File: src/design/tbdl_pkg.sv
// shared types, constants and helpers for the three-button debouncer
package tbdl_pkg;

  localparam int TIME_BITS   = 32;
  localparam int NOW_BITS    = 32;
  localparam int DEB_BITS    = 16;
  localparam int HOLD_BITS   = 20;
  localparam int CFG_BITS    = 20;
  localparam int CFG_IDX_BITS = 2;
  localparam int CMP_BITS    = (TIME_BITS > HOLD_BITS) ? TIME_BITS : HOLD_BITS;

  localparam logic [CFG_IDX_BITS-1:0] CFG_DEBOUNCE_TIME = CFG_IDX_BITS'(0);
  localparam logic [CFG_IDX_BITS-1:0] CFG_HOLD_TIME     = CFG_IDX_BITS'(1);

  localparam logic [DEB_BITS-1:0]  DEBOUNCE_RESET = DEB_BITS'(50);
  localparam logic [HOLD_BITS-1:0] HOLD_RESET     = HOLD_BITS'(5000);

  typedef logic [TIME_BITS-1:0] time_t;

  // per-button result of one poll
  typedef struct packed {
    logic changed;
    logic level;
  } btn_status_t;

  // timestamp masked or zero-extended to the internal time width
  function automatic time_t to_time(input logic [NOW_BITS-1:0] now);
    logic [63:0] ext;
    ext = 64'(now);
    return ext[TIME_BITS-1:0];
  endfunction

endpackage

File: src/design/tbdl_if.sv
// poll and result channel interfaces
interface tbdl_in_if;
  logic                          valid;
  logic                          ready;
  logic [tbdl_pkg::NOW_BITS-1:0] now_ms;
  logic                          relay_level;
  logic                          reset_level;
  logic                          factory_level;

  modport source (output valid, now_ms, relay_level, reset_level, factory_level,
                  input ready);
  modport sink (input valid, now_ms, relay_level, reset_level, factory_level,
                output ready);
endinterface

interface tbdl_out_if;
  logic valid;
  logic ready;
  logic relay_pressed;
  logic reset_pressed;
  logic long_press_fired;
  logic relay_stable;
  logic reset_stable;
  logic factory_stable;

  modport source (output valid, relay_pressed, reset_pressed, long_press_fired,
                  relay_stable, reset_stable, factory_stable, input ready);
  modport sink (input valid, relay_pressed, reset_pressed, long_press_fired,
                relay_stable, reset_stable, factory_stable, output ready);
endinterface

File: src/design/three_button_debounce_long_press.sv
// top level of the three-button debouncer with long-press detection
//
//   channel  dir  handshake        word
//   in_ch    in   valid/ready      now_ms, relay/reset/factory raw levels
//   out_ch   out  valid/ready      press pulses, long press, debounced levels
//   cfg_*    in   cfg_we only      register index and write data
//
// one poll per cycle sustained while out_ch.ready holds; a poll goes through
// the input register, then the debounce/hold compare into the result register
// synchronous active-low reset sets all buttons released, timers cleared,
// registers to their defaults
// a stalled result holds the result register; the input register still
// takes a poll while empty, so in_ch.ready only drops with both stages full
module three_button_debounce_long_press (
  input  logic                              clk,
  input  logic                              rst_n,
  tbdl_in_if.sink                           in_ch,
  tbdl_out_if.source                        out_ch,
  input  logic                              cfg_we,
  input  logic [tbdl_pkg::CFG_IDX_BITS-1:0] cfg_index,
  input  logic [tbdl_pkg::CFG_BITS-1:0]     cfg_wdata
);

  // configuration registers
  logic [tbdl_pkg::DEB_BITS-1:0]  debounce_time_r;
  logic [tbdl_pkg::HOLD_BITS-1:0] hold_time_r;

  always_ff @(posedge clk) begin
    if (!rst_n) begin
      debounce_time_r <= tbdl_pkg::DEBOUNCE_RESET;
      hold_time_r     <= tbdl_pkg::HOLD_RESET;
    end else if (cfg_we) begin
      case (cfg_index)
        tbdl_pkg::CFG_DEBOUNCE_TIME: debounce_time_r <= cfg_wdata[tbdl_pkg::DEB_BITS-1:0];
        tbdl_pkg::CFG_HOLD_TIME:     hold_time_r     <= cfg_wdata[tbdl_pkg::HOLD_BITS-1:0];
        default: ;
      endcase
    end
  end

  // input register
  logic                          in_valid_r;
  logic [tbdl_pkg::NOW_BITS-1:0] now_r;
  logic                          relay_r, reset_r, factory_r;
  logic                          out_valid_r;
  logic                          advance;
  logic                          step;

  // result stage moves when empty or being taken
  assign advance     = !out_valid_r || out_ch.ready;
  assign step        = in_valid_r && advance;
  assign in_ch.ready = !in_valid_r || advance;

  always_ff @(posedge clk) begin
    if (!rst_n) begin
      in_valid_r <= 1'b0;
    end else if (in_ch.ready) begin
      in_valid_r <= in_ch.valid;
    end
  end

  always_ff @(posedge clk) begin
    if (in_ch.ready && in_ch.valid) begin
      now_r     <= in_ch.now_ms;
      relay_r   <= in_ch.relay_level;
      reset_r   <= in_ch.reset_level;
      factory_r <= in_ch.factory_level;
    end
  end

  // per-button debounce, state commits only when the word moves on
  tbdl_pkg::time_t       now_t;
  tbdl_pkg::btn_status_t relay_st, reset_st, factory_st;
  logic                  fired;

  assign now_t = tbdl_pkg::to_time(now_r);

  tbdl_button u_relay (
    .clk           (clk),
    .rst_n         (rst_n),
    .en            (step),
    .now           (now_t),
    .raw           (relay_r),
    .debounce_time (debounce_time_r),
    .status        (relay_st)
  );

  tbdl_button u_reset (
    .clk           (clk),
    .rst_n         (rst_n),
    .en            (step),
    .now           (now_t),
    .raw           (reset_r),
    .debounce_time (debounce_time_r),
    .status        (reset_st)
  );

  tbdl_button u_factory (
    .clk           (clk),
    .rst_n         (rst_n),
    .en            (step),
    .now           (now_t),
    .raw           (factory_r),
    .debounce_time (debounce_time_r),
    .status        (factory_st)
  );

  // long press on the third button
  tbdl_long_press u_long (
    .clk       (clk),
    .rst_n     (rst_n),
    .en        (step),
    .now       (now_t),
    .hold_time (hold_time_r),
    .btn       (factory_st),
    .fired     (fired)
  );

  // result register
  logic relay_pressed_r, reset_pressed_r, fired_r;
  logic relay_stable_r, reset_stable_r, factory_stable_r;

  always_ff @(posedge clk) begin
    if (!rst_n) begin
      out_valid_r <= 1'b0;
    end else if (advance) begin
      out_valid_r <= in_valid_r;
    end
  end

  always_ff @(posedge clk) begin
    if (step) begin
      // a press is a debounced fall
      relay_pressed_r  <= relay_st.changed && !relay_st.level;
      reset_pressed_r  <= reset_st.changed && !reset_st.level;
      fired_r          <= fired;
      relay_stable_r   <= relay_st.level;
      reset_stable_r   <= reset_st.level;
      factory_stable_r <= factory_st.level;
    end
  end

  assign out_ch.valid            = out_valid_r;
  assign out_ch.relay_pressed    = relay_pressed_r;
  assign out_ch.reset_pressed    = reset_pressed_r;
  assign out_ch.long_press_fired = fired_r;
  assign out_ch.relay_stable     = relay_stable_r;
  assign out_ch.reset_stable     = reset_stable_r;
  assign out_ch.factory_stable   = factory_stable_r;

endmodule

File: src/design/tbdl_button.sv
// debounce state and next-state logic for one button
module tbdl_button (
  input  logic                          clk,
  input  logic                          rst_n,
  input  logic                          en,
  input  tbdl_pkg::time_t               now,
  input  logic                          raw,
  input  logic [tbdl_pkg::DEB_BITS-1:0] debounce_time,
  output tbdl_pkg::btn_status_t         status
);

  logic            raw_prev_r, raw_prev_nxt;
  logic            deb_r, deb_nxt;
  tbdl_pkg::time_t change_r, change_nxt;
  tbdl_pkg::time_t elapsed;
  logic            settled;

  always_comb begin
    raw_prev_nxt = raw;
    change_nxt   = (raw != raw_prev_r) ? now : change_r;
    elapsed      = now - change_nxt;
    settled      = elapsed >= tbdl_pkg::TIME_BITS'(debounce_time);
    deb_nxt      = settled ? raw : deb_r;
  end

  assign status.changed = deb_nxt != deb_r;
  assign status.level   = deb_nxt;

  always_ff @(posedge clk) begin
    if (!rst_n) begin
      raw_prev_r <= 1'b1;
      deb_r      <= 1'b1;
      change_r   <= '0;
    end else if (en) begin
      raw_prev_r <= raw_prev_nxt;
      deb_r      <= deb_nxt;
      change_r   <= change_nxt;
    end
  end

endmodule

File: src/design/tbdl_long_press.sv
// hold timer for the third button, fires once per press
module tbdl_long_press (
  input  logic                           clk,
  input  logic                           rst_n,
  input  logic                           en,
  input  tbdl_pkg::time_t                now,
  input  logic [tbdl_pkg::HOLD_BITS-1:0] hold_time,
  input  tbdl_pkg::btn_status_t          btn,
  output logic                           fired
);

  tbdl_pkg::time_t start_r, start_mid;
  logic            done_r, done_mid, done_nxt;
  tbdl_pkg::time_t held;

  always_comb begin
    start_mid = start_r;
    done_mid  = done_r;
    if (btn.changed) begin
      start_mid = btn.level ? '0 : now;
      done_mid  = 1'b0;
    end
    held  = now - start_mid;
    fired = !btn.level && !done_mid &&
            (tbdl_pkg::CMP_BITS'(held) >= tbdl_pkg::CMP_BITS'(hold_time));
    done_nxt = done_mid | fired;
  end

  always_ff @(posedge clk) begin
    if (!rst_n) begin
      start_r <= '0;
      done_r  <= 1'b0;
    end else if (en) begin
      start_r <= start_mid;
      done_r  <= done_nxt;
    end
  end

endmodule

File: src/flat_wrapper.sv
// flat-port wrapper written by rule: the top's interface ports become plain ports
module three_button_debounce_long_press_flat 
  (clk, rst_n, cfg_we, cfg_index, cfg_wdata, in_ch_valid, in_ch_now_ms, in_ch_relay_level, in_ch_reset_level, in_ch_factory_level, in_ch_ready, out_ch_valid, out_ch_relay_pressed, out_ch_reset_pressed, out_ch_long_press_fired, out_ch_relay_stable, out_ch_reset_stable, out_ch_factory_stable, out_ch_ready);
  tbdl_in_if in_ch_i ();
  tbdl_out_if out_ch_i ();
  input  logic clk;
  input  logic rst_n;
  input  logic cfg_we;
  input  logic [tbdl_pkg::CFG_IDX_BITS-1:0] cfg_index;
  input  logic [tbdl_pkg::CFG_BITS-1:0] cfg_wdata;
  input wire logic [$bits(in_ch_i.valid)-1:0] in_ch_valid;
  input wire logic [$bits(in_ch_i.now_ms)-1:0] in_ch_now_ms;
  input wire logic [$bits(in_ch_i.relay_level)-1:0] in_ch_relay_level;
  input wire logic [$bits(in_ch_i.reset_level)-1:0] in_ch_reset_level;
  input wire logic [$bits(in_ch_i.factory_level)-1:0] in_ch_factory_level;
  output wire logic [$bits(in_ch_i.ready)-1:0] in_ch_ready;
  output wire logic [$bits(out_ch_i.valid)-1:0] out_ch_valid;
  output wire logic [$bits(out_ch_i.relay_pressed)-1:0] out_ch_relay_pressed;
  output wire logic [$bits(out_ch_i.reset_pressed)-1:0] out_ch_reset_pressed;
  output wire logic [$bits(out_ch_i.long_press_fired)-1:0] out_ch_long_press_fired;
  output wire logic [$bits(out_ch_i.relay_stable)-1:0] out_ch_relay_stable;
  output wire logic [$bits(out_ch_i.reset_stable)-1:0] out_ch_reset_stable;
  output wire logic [$bits(out_ch_i.factory_stable)-1:0] out_ch_factory_stable;
  input wire logic [$bits(out_ch_i.ready)-1:0] out_ch_ready;
  assign in_ch_i.valid = in_ch_valid;
  assign in_ch_i.now_ms = in_ch_now_ms;
  assign in_ch_i.relay_level = in_ch_relay_level;
  assign in_ch_i.reset_level = in_ch_reset_level;
  assign in_ch_i.factory_level = in_ch_factory_level;
  assign in_ch_ready = in_ch_i.ready;
  assign out_ch_valid = out_ch_i.valid;
  assign out_ch_relay_pressed = out_ch_i.relay_pressed;
  assign out_ch_reset_pressed = out_ch_i.reset_pressed;
  assign out_ch_long_press_fired = out_ch_i.long_press_fired;
  assign out_ch_relay_stable = out_ch_i.relay_stable;
  assign out_ch_reset_stable = out_ch_i.reset_stable;
  assign out_ch_factory_stable = out_ch_i.factory_stable;
  assign out_ch_i.ready = out_ch_ready;
  three_button_debounce_long_press u_core (.clk(clk), .rst_n(rst_n), .in_ch(in_ch_i), .out_ch(out_ch_i), .cfg_we(cfg_we), .cfg_index(cfg_index), .cfg_wdata(cfg_wdata));
endmodule
File: config.mk
export PLATFORM = sky130hd
export DESIGN_NAME = three_button_debounce_long_press_flat
export DESIGN_NICKNAME = d
export VERILOG_FILES = /design/src/design/tbdl_pkg.sv /design/src/design/tbdl_if.sv /design/src/design/three_button_debounce_long_press.sv /design/src/design/tbdl_button.sv /design/src/design/tbdl_long_press.sv /design/src/flat_wrapper.sv
export SDC_FILE = /design/constraint.sdc
export NUM_CORES = 1
export LEC_CHECK = 0
export BUFFER_PORTS_ARGS = -buffer_cell sky130_fd_sc_hd__buf_2
export CAP_MARGIN = 5
export CORE_MARGIN = 2
export CORE_UTILIZATION = 35
export CTS_CLUSTER_SIZE = 30
export DETAILED_ROUTE_END_ITERATION = 12
export PLACE_DENSITY_LB_ADDON = 0.12
export SLEW_MARGIN = 0
export SYNTH_ARGS = -nofsm -noshare
export SYNTH_HDL_FRONTEND = slang
export SYNTH_SLANG_ARGS = --single-unit
File: constraint.sdc
create_clock -name clk -period 28.1 [get_ports clk]
set_input_delay 2.81 -clock clk [delete_from_list [all_inputs] [get_ports clk]]
set_output_delay 2.81 -clock clk [all_outputs]
set_load 0.03 [all_outputs]
==> qor.csv, run 1 <==
metric,value,unit
ys_seq_area_share,26.1,%
synth_area,18000,µm²
drv_cap,0,
setup-tns-final,0,ns
path_clk_slew,0.06,ns
cts_buffers,27,
setup_violations,0,
layout_min_cycle_time,11.14,ns
post-dp-hpwl,40700,µm
hold_path.class,flip-flop to flip-flop,
synthToLayoutAreaGrowth,10.5,%
grt-ovfl-total,0,
tightest_slew,1.14,ns
reg2reg_from,u_core.factory_r,
cts-resized-gates,0,
layout-drive-gt1-share,10.2,%
vias,16100,
fin_crit_sh,39.6,%
dp.cells,2786,
ios,70,
path_class,flip-flop to flip-flop,
synth_top_family_by_area,compound AO/OA/AOI/OAI gates,
cp_slowest_stage_delay,0.71,ns
clockRootBuffer,clkbuf_16,
ys.flop_type,dfxtp_1,
postCtsSetupBuffers,0,
crit_fanout,32,
rr_endpoint,u_core.out_ch.long_press_fired,
rrSetupSlack,16.96,ns
ir_drop,0.0000479,V
met2_usage,33.6,%
chipHeight,231,µm
synth_cells,2114,
crit_slowest_cell,edfxtp_1,
r2r_cells,45,
top_usage_layer,met2,
wl_per_cell,19.5,µm
grt_pass1_vias,15400,
synth.largest_area_cell,dfxtp_1,
grt_use_total,20.4,%
synth_most_common_cell,nand2_1,
clock_latency,0.58,ns
gp_congestion,0.905,
die_w,231,µm
worst_path_dominant_cell_family,compound AO/OA/AOI/OAI gates,
fin_skew,0.0166,ns
final_hold_viol_count,0,
yosys.area_share.adder,13.2,%
crit_path_start_kind,flip-flop,
clk_path_buf_depth,3,
multi_input_area,12600,µm²
crit_required,28.43,ns
rsz0062_at_grt,no,
nFillCells,5278,
drtAntennaViolNets,0,
synth.distinct_cells,97,
critical_path_depth,45,
p_per_area,57.3,nW/µm²
drt-vias-per-instance,5.67,
synth_async_sr_flop_share,0,%
n_antenna_cell,0,
grtUsageMet3,3.41,%
synth-edff-count,41,
wl,55200,µm
initial_core_util,35.2,%
synth_xor_area_share,4.62,%
cts.sinks,214,
final_nets,2383,
drv_slew,0,
max_freq,0.0898,GHz
arrival,11.47,ns
utilization,38.9,%
grt_pass1_wl,86300,µm
synth-compound-area-share,29.0,%
synthesis.nets,2362,
antenna_found_initial,0,
slew_headroom,24.0,%
synthSimpleGateAreaFrac,17.2,%
grt_max_degree,74,
first_pass_iters,5,
die_area,53300,µm²
stdcell_count,2836,
fp-row-count,83,
status,finished clean,
muxShareOfSynthArea,5.44,%
path_buf_inv,4,
grt_util_met1,26.7,%
cts-hold-fix-buffers,0,
seq_area,4690,µm²
port_buffers,69,
ctsHtreeMaxLevel,1,
crit_end,u_core.out_ch.long_press_fired,
cts_tree,done,
synth_seq_cells,214,
synth_top_area_share,19.2,%
drt_iter0_markers,968,
synth_area_per_cell,8.52,µm²
p_leak,0.00854,µW
worstSetupEndpointType,flip-flop,
synth_warnings,0,
drc,0,
ys_top_cells_by_count,"nand2_1 (296), ha_1 (183), dfxtp_1 (173), a21oi_1 (133), mux2i_1 (91)",
core,51100,µm²
startpoint,u_core.factory_r,
synthTopCellsByArea,"dfxtp_1 (19%), ha_1 (13%), edfxtp_1 (6.8%), nand2_1 (6.2%), mux2i_1 (5.1%)",
[where the power goes]
part	leakage (µW)	total (µW)	internal [µW]	switching (µW)
Combinational	0.00628	449	185	265
Sequential	0.00181	346	330	15.4
Clock	0.000444	345	196	148
[through the flow]
stage	worst slack, ns	hold slack (ns)	power, µW	area [µm²]
final	16.96	0.464	1140	19900
after global routing	16.00	0.489	1220	19900
after CTS	17.04	0.468	1150	19900
after detailed placement	17.08	0.459	798	19000
after global placement	17.41	0.454	794	19000
after floorplan	18.37	0.443	691	18000
[cell type report]
cell class	instances	area share, %
well taps	680	4.28
multi-input cells	1707	63.2
clock buffers	35	3.91
clock inverters	15	0.478
inverters	86	1.65
repair buffers	99	2.88
flip-flops and latches	214	23.6
[cell usage in the layout (no fill, tap or decap), types with 31 or more instances in the layout]
cell,Yosys,layout
inv_1,85,84
nand2_1,296,295
a21oi_1,133,133
edfxtp_1,41,41
xor2_1,34,32
o21ai_0,76,76
a21o_1,64,64
ha_1,183,183
o211a_1,70,70
nor2_1,84,84
xnor2_1,56,56
a21boi_0,56,56
nor3_1,36,36
buf_2,11,68
dfxtp_1,173,173
a32oi_1,31,31
nand3_1,42,42
nor2b_1,50,50
buf_4,2,31
mux2i_1,91,91
[layer usage]
layer	routed length, µm	part of all wire (%)
met1	25600	46
met2	24900	45
met3	2670	4.8
met4	2070	3.8
met5	0	0
[worst min-delay path by stage]
| stage | startpoint | to | slack [ns] | cells past startpoint |
|---|---|---|---|---|
| 3_5_place_dp | u_core.u_factory.change_r[30] | u_core.u_factory.change_r[30] | 0.46 | 2 |
| 2_1_floorplan | u_core.u_factory.change_r[22] | u_core.u_factory.change_r[22] | 0.44 | 2 |
| 4_1_cts | u_core.u_factory.change_r[30] | u_core.u_factory.change_r[30] | 0.47 | 2 |
| 3_3_place_gp | u_core.u_factory.change_r[21] | u_core.u_factory.change_r[21] | 0.45 | 2 |
| 6_report | u_core.u_factory.change_r[25] | u_core.u_factory.change_r[25] | 0.46 | 2 |
| 5_1_grt | u_core.debounce_time_r[3] | u_core.debounce_time_r[3] | 0.49 | 2 |
[worst register-to-register path: cells and delay by family (launching register included)]
family                     cells  cell delay, ns
xor gates and xnor gates       3            0.51
DFF                            1            0.71
muxes                          1            0.12
buffers and inverters          4            0.94
and+or+nand+nor               11            2.68
AOI/OAI and AO/OA             21            4.53
adders and majority gates      5            1.42
[registers in the layout, indices dropped and copies added, names as in the netlist, 16 cells and up]
| register | cells |
|---|---|
| u_core.debounce_time_r | 16 |
| u_core.hold_time_r | 20 |
| u_core.now_r | 32 |
| u_core.u_factory.change_r | 32 |
| u_core.u_long.start_r | 32 |
| u_core.u_relay.change_r | 32 |
| u_core.u_reset.change_r | 32 |
[cells by family (layout without fill, tap and decap cells)]
kind of cell | after synthesis | in the layout
compound gates | 686 | 686
simple gates | 643 | 643
flops | 214 | 214
buf+inv | 193 | 235
fa+ha+maj | 189 | 189
mux | 97 | 97
xor+xnor | 92 | 92
Note: power is estimated with default switching activity, not from simulation.
==> inputs of run 2 (changes only) <==
==> constraint.sdc (replaced) <==
create_clock -name clk -period 10.7 [get_ports clk]
set_input_delay 1.07 -clock clk [delete_from_list [all_inputs] [get_ports clk]]
set_output_delay 1.07 -clock clk [all_outputs]
set_load 0.03 [all_outputs]
==> qor.csv, run 2 (synthesized netlist as in run 1, its figures left out) <==
metric,value,unit,change
status,finished clean,,
utilization,39.3,%,+0.32 points
ios,70,,unchanged
clk_path_buf_depth,3,,unchanged
setup_violations,0,,unchanged
route.met3.wl,2070,µm,-22%
hp-start,u_core.u_factory.change_r[25],,
grt-ovfl-total,0,,unchanged
vias,16100,,+0.16%
clockRootBuffer,clkbuf_16,,
r2r_cells,43,,-4.4%
multi_input_area,12600,µm²,+0.28%
gp_congestion,0.912,,+0.77%
p_leak,0.00861,µW,+0.82%
grt_max_degree,82,,+11%
tightest_slew,1.08,ns,-0.0572 ns
port_buffers,69,,unchanged
wl_met1,26600,µm,+3.9%
wl,57200,µm,+3.5%
chipHeight,231,µm,unchanged
final_nets,2398,,+0.63%
die_area,53300,µm²,unchanged
grt_pass1_vias,15700,,+1.7%
rrSetupSlack,0.78,ns,-16.18 ns
cp_slowest_stage_delay,0.60,ns,-0.11 ns
crit_path_start_kind,flip-flop,,
setup-tns-final,0,ns,unchanged
fin_skew,0.0127,ns,-0.00391 ns
fin_crit_sh,92.7,%,+53 points
first_pass_iters,5,,unchanged
seq_area,4700,µm²,about the same
final_common_cell,nand2_1,,
synthToLayoutAreaGrowth,11.4,%,
layout_min_cycle_time,9.92,ns,-1.22 ns
cts_tree,done,,
clock_latency,0.56,ns,-0.02 ns
whs_path_depth,2,,unchanged
path_class,flip-flop to flip-flop,,
holdPathEnd,u_core.u_factory.change_r[25],,
hold_path.class,flip-flop to flip-flop,,
worst_slack,0.783,ns,-16.18 ns
top_layer,met4,,
antenna_found_initial,3,,+3
path_clk_slew,0.06,ns,about the same
worstSetupEndpointType,flip-flop,,
core,51100,µm²,unchanged
layout-drive-gt1-share,10.6,%,+0.49 points
pre_cts_slack,0.434,ns,-16.65 ns
ctsHtreeMaxLevel,1,,unchanged
initial_core_util,35.2,%,unchanged
arrival,10.23,ns,-1.24 ns
grt_pass1_wl,89300,µm,+3.5%
nFillCells,5276,,-0.038%
die_w,231,µm,unchanged
drv_cap,0,,unchanged
slew_headroom,27.8,%,+3.8 points
cts_buffers,26,,-3.7%
ir_drop,0.000123,V,+160%
final_hold_viol_count,0,,unchanged
grt_use_total,21.1,%,+0.68 points
layout_common_cells,"nand2_1 (295), ha_1 (183), dfxtp_1 (172)",,
post-dp-hpwl,43100,µm,+6.1%
p_per_area,150,nW/µm²,+160%
dp.cells,2793,,+0.25%
drv_slew,0,,unchanged
reg2reg_from,u_core.factory_r,,
cts-hold-fix-buffers,0,,unchanged
wl_met2,27200,µm,+9.3%
drtAntennaViolNets,0,,unchanged
stdcell_count,2852,,+0.56%
wl_per_cell,20.1,µm,+3.0%
rr_endpoint,u_core.out_ch.long_press_fired,,
drt_iter0_markers,942,,-2.7%
max_freq,0.101,GHz,+12%
drt-vias-per-instance,5.65,,-0.41%
crit_required,11.01,ns,-17.42 ns
crit_slowest_cell,or4_1,,
fp-row-count,83,,unchanged
drc,0,,unchanged
cts.sinks,214,,unchanged
crit_fanout,13,,-59%
power.total,3000,µW,+160%
## run 2: repair_timing
action / 4_1_cts / 5_1_grt
buffers inserted: 0 / 8
gates resized for setup: 0 / 10
endpoints found under the hold margin: 0 / 0
endpoints found under the setup margin: 0 / 2
## run 2: worst max-delay path: cells and delay by family, from the launching register on
kind / cells / cell delay (ns)
flops: 1 / 0.47
buf+inv: 2 / 0.28
mux: 1 / 0.13
compound gates: 21 / 4.09
fa+ha+maj: 4 / 1.09
xor+xnor: 3 / 0.44
simple gates: 12 / 3.16
## run 2: metrics by stage
stage	hold WS (ns)	instance area, µm²
after floorplan	0.443	18000
after global placement	0.453	19100
after detailed placement	0.457	19100
after CTS	0.465	20000
after global routing	0.477	20100
final	0.461	20100
## run 2: how the worst max path moves through the flow
stage,startpoint,endpoint,slack [ns],depth (start not counted)
after floorplan,u_core.factory_r,u_core.out_ch.long_press_fired,0.97,48
after global placement,u_core.u_factory.raw_prev_r,u_core.out_ch.long_press_fired,0.64,42
after detailed placement,u_core.u_factory.raw_prev_r,u_core.out_ch.long_press_fired,0.43,42
after CTS,u_core.u_factory.raw_prev_r,u_core.out_ch.long_press_fired,0.38,42
after global routing,u_core.factory_r,u_core.out_ch.long_press_fired,-0.001,43
final,u_core.factory_r,u_core.out_ch.long_press_fired,0.78,43
## run 2: metal layers
layer  GRT usage (%)  up-vias
met5               0        -
met4            5.81        0
met3            2.50       54
met2            36.3      270
met1            27.7     7802
li1                -     7974
## run 2: area by class of cell
type | count | share of cell area [%]
Clock buffer | 33 | 3.74
Timing Repair Buffer | 114 | 3.44
Multi-Input combinational cell | 1708 | 62.9
Inverter | 86 | 1.63
Sequential cell | 214 | 23.4
Clock inverter | 15 | 0.636
Tap cell | 680 | 4.24
Antenna cell | 2 | 0.0250
## run 2: power by group
part           switching (µW)  internal (µW)
logic                     694            492
clock network             365            541
registers                43.7            867
==> inputs of run 3 (changes only) <==
--- a/config.mk
+++ b/config.mk
@@ -11,7 +11,7 @@
 export CORE_UTILIZATION = 35
 export CTS_CLUSTER_SIZE = 30
 export DETAILED_ROUTE_END_ITERATION = 12
-export PLACE_DENSITY_LB_ADDON = 0.12
+export SETUP_SLACK_MARGIN = 0.05
 export SLEW_MARGIN = 0
 export SYNTH_ARGS = -nofsm -noshare
 export SYNTH_HDL_FRONTEND = slang
==> qor.csv, run 3 (synthesized netlist as in run 1, its figures left out) <==
metric,value,unit,change
status,finished clean,,
path_clk_slew,0.06,ns,about the same
power.internal,1920,µW,+1.2%
cp_slowest_stage_delay,0.58,ns,-0.02 ns
max_freq,0.100,GHz,-0.55%
arrival,10.29,ns,+0.06 ns
initial_core_util,35.2,%,unchanged
drt_iter0_markers,939,,-0.32%
final_nets,2385,,-0.54%
setup-tns-final,0,ns,unchanged
rr_endpoint,u_core.out_ch.long_press_fired,,
wl_per_cell,18.9,µm,-5.7%
r2r_cells,38,,-12%
pre_cts_slack,0.313,ns,-0.121 ns
reg2reg_from,u_core.factory_r,,
clockRootBuffer,clkbuf_16,,
cts_tree,done,,
power.share.sequential,29.8,%,-0.5 points
grt_max_degree,115,,+40%
worst_slack,0.728,ns,-0.0544 ns
hp-start,u_core.debounce_time_r[7],,
clock_power_share,31.4,%,+1.2 points
vias,16100,,+0.043%
drt-vias-per-instance,5.68,,+0.57%
ctsHtreeMaxLevel,1,,unchanged
combPwrFrac,38.8,%,-0.7 points
cts.sinks,214,,unchanged
worst_path_dominant_cell_family,compound AO/OA/AOI/OAI gates,,
port_buffers,69,,unchanged
grt-ovfl-total,0,,unchanged
n_antenna_cell,0,,-2
path_buf_inv,3,,+1
gp_congestion,0.946,,+3.7%
drv_cap,0,,unchanged
path_class,flip-flop to flip-flop,,
crit_slowest_cell,a2111oi_0,,
switching_power,1140,µW,+3.1%
drc,0,,unchanged
layout-drive-gt1-share,10.8,%,+0.11 points
final_hold_viol_count,0,,unchanged
p_leak,0.00856,µW,-0.59%
nFillCells,5119,,-3.0%
grt_use_total,19.6,%,-1.5 points
ir_drop,0.000119,V,-3.8%
ios,70,,unchanged
layout_common_cells,"nand2_1 (296), ha_1 (182), dfxtp_1 (172)",,
cts-hold-fix-buffers,0,,unchanged
hold_path.class,flip-flop to flip-flop,,
crit_path_start_kind,flip-flop,,
wl,53600,µm,-6.2%
clk_path_buf_depth,3,,unchanged
crit_top_cell,ha_1,,
chipHeight,231,µm,unchanged
fin_crit_sh,93.2,%,+0.51 points
seq_area,4700,µm²,unchanged
fin_skew,0.0231,ns,+0.0104 ns
crit_required,11.02,ns,about the same
rrSetupSlack,0.73,ns,-0.05 ns
drv_slew,0,,unchanged
grt_pass1_wl,84400,µm,-5.5%
swShare,37.2,%,+0.43 points
holdPathEnd,u_core.debounce_time_r[7],,
whs_path_depth,2,,unchanged
clock_latency,0.56,ns,about the same
layout_min_cycle_time,9.97,ns,+0.0544 ns
core,51100,µm²,unchanged
slew_headroom,16.0,%,-12 points
drtAntennaViolNets,0,,unchanged
synthToLayoutAreaGrowth,11.2,%,
first_pass_iters,7,,+2
tightest_slew,1.26,ns,+0.178 ns
die_area,53300,µm²,unchanged
fp-row-count,83,,unchanged
worstSetupEndpointType,flip-flop,,
final_common_cell,nand2_1,,
rsz0062_at_grt,no,,
p_per_area,153,nW/µm²,+2.1%
post-dp-hpwl,40000,µm,-7.3%
crit_fanout,31,,+18
critical_path_depth,38,,-12%
setup_violations,0,,unchanged
grt_pass1_vias,15600,,-0.86%
cts_buffers,27,,+3.8%
multi_input_area,12600,µm²,+0.18%
die_w,231,µm,unchanged
antenna_found_initial,1,,-2
run 3: changes by cell type in the layout (fill, tap and decap cells not counted), sizes merged:
| cell | delta |
|---|---|
| clkbuf | -5 |
| clkinvlp | +2 |
| inv | +1 |
| bufinv | +2 |
| diode | -2 |
| and3b | -1 |
| clkinv | +1 |
| buf | -13 |
run 3: worst max path at each step:
stage                           startpoint                             end  slack, ns
5_1_grt                   u_core.factory_r  u_core.out_ch.long_press_fired       0.03
3_5_place_dp   u_core.u_factory.raw_prev_r  u_core.out_ch.long_press_fired       0.31
2_1_floorplan             u_core.factory_r  u_core.out_ch.long_press_fired       0.97
3_3_place_gp   u_core.u_factory.raw_prev_r  u_core.out_ch.long_press_fired       0.70
4_1_cts        u_core.u_factory.raw_prev_r  u_core.out_ch.long_press_fired       0.30
6_report                  u_core.factory_r  u_core.out_ch.long_press_fired       0.73
run 3: power groups by stage:
stage	clock network, µW	logic (µW)	registers [µW]
after CTS	982	1170	911
after global placement	0	1140	926
after global routing	1010	1320	916
final	961	1190	912
after detailed placement	0	1160	929
after floorplan	0	899	914
run 3: layout make-up:
type                            count  area share (%)
Tap cell                          680            4.25
Multi-Input combinational cell   1707            63.1
Clock buffer                       28            3.39
Timing Repair Buffer              101            2.97
Inverter                           86            1.64
Clock inverter                     21            1.19
Sequential cell                   214            23.5
run 3: worst register-to-register path: cells and delay by family (launching register included):
kind                       cells  cell delay (ns)
AOI/OAI and AO/OA             14             3.50
and+or+nand+nor               13             3.23
adders and majority gates      4             1.23
buffers and inverters          3             0.68
DFF                            1             0.47
xor gates and xnor gates       3             0.46
muxes                          1             0.17
run 3: timing repair:
action,in CTS,in global routing
buffers inserted,0,3
setup endpoints to repair,0,2
resized for setup,0,21
run 3: stage by stage:
stage               cells  cell area [µm²]  total power [µW]  utilization (%)  hold slack (ns)
global route         2837            20000              3250             39.2            0.494
finish               2837            20000              3060             39.2            0.468
CTS                  2834            19900              3060             39.0            0.472
floorplan            2114            18000              1810                -            0.443
global placement     2785            19000              2070             37.2            0.458
detailed placement   2785            19000              2090             37.2            0.463
run 3: layer usage:
metal / track usage (%) / vias to the layer above / wire (µm)
met4: 6.73 / 0 / 1780
li1: - / 7924 / -
met2: 33.9 / 385 / 25400
met3: 2.45 / 87 / 2720
met5: 0 / - / 0
met1: 25.1 / 7711 / 23700
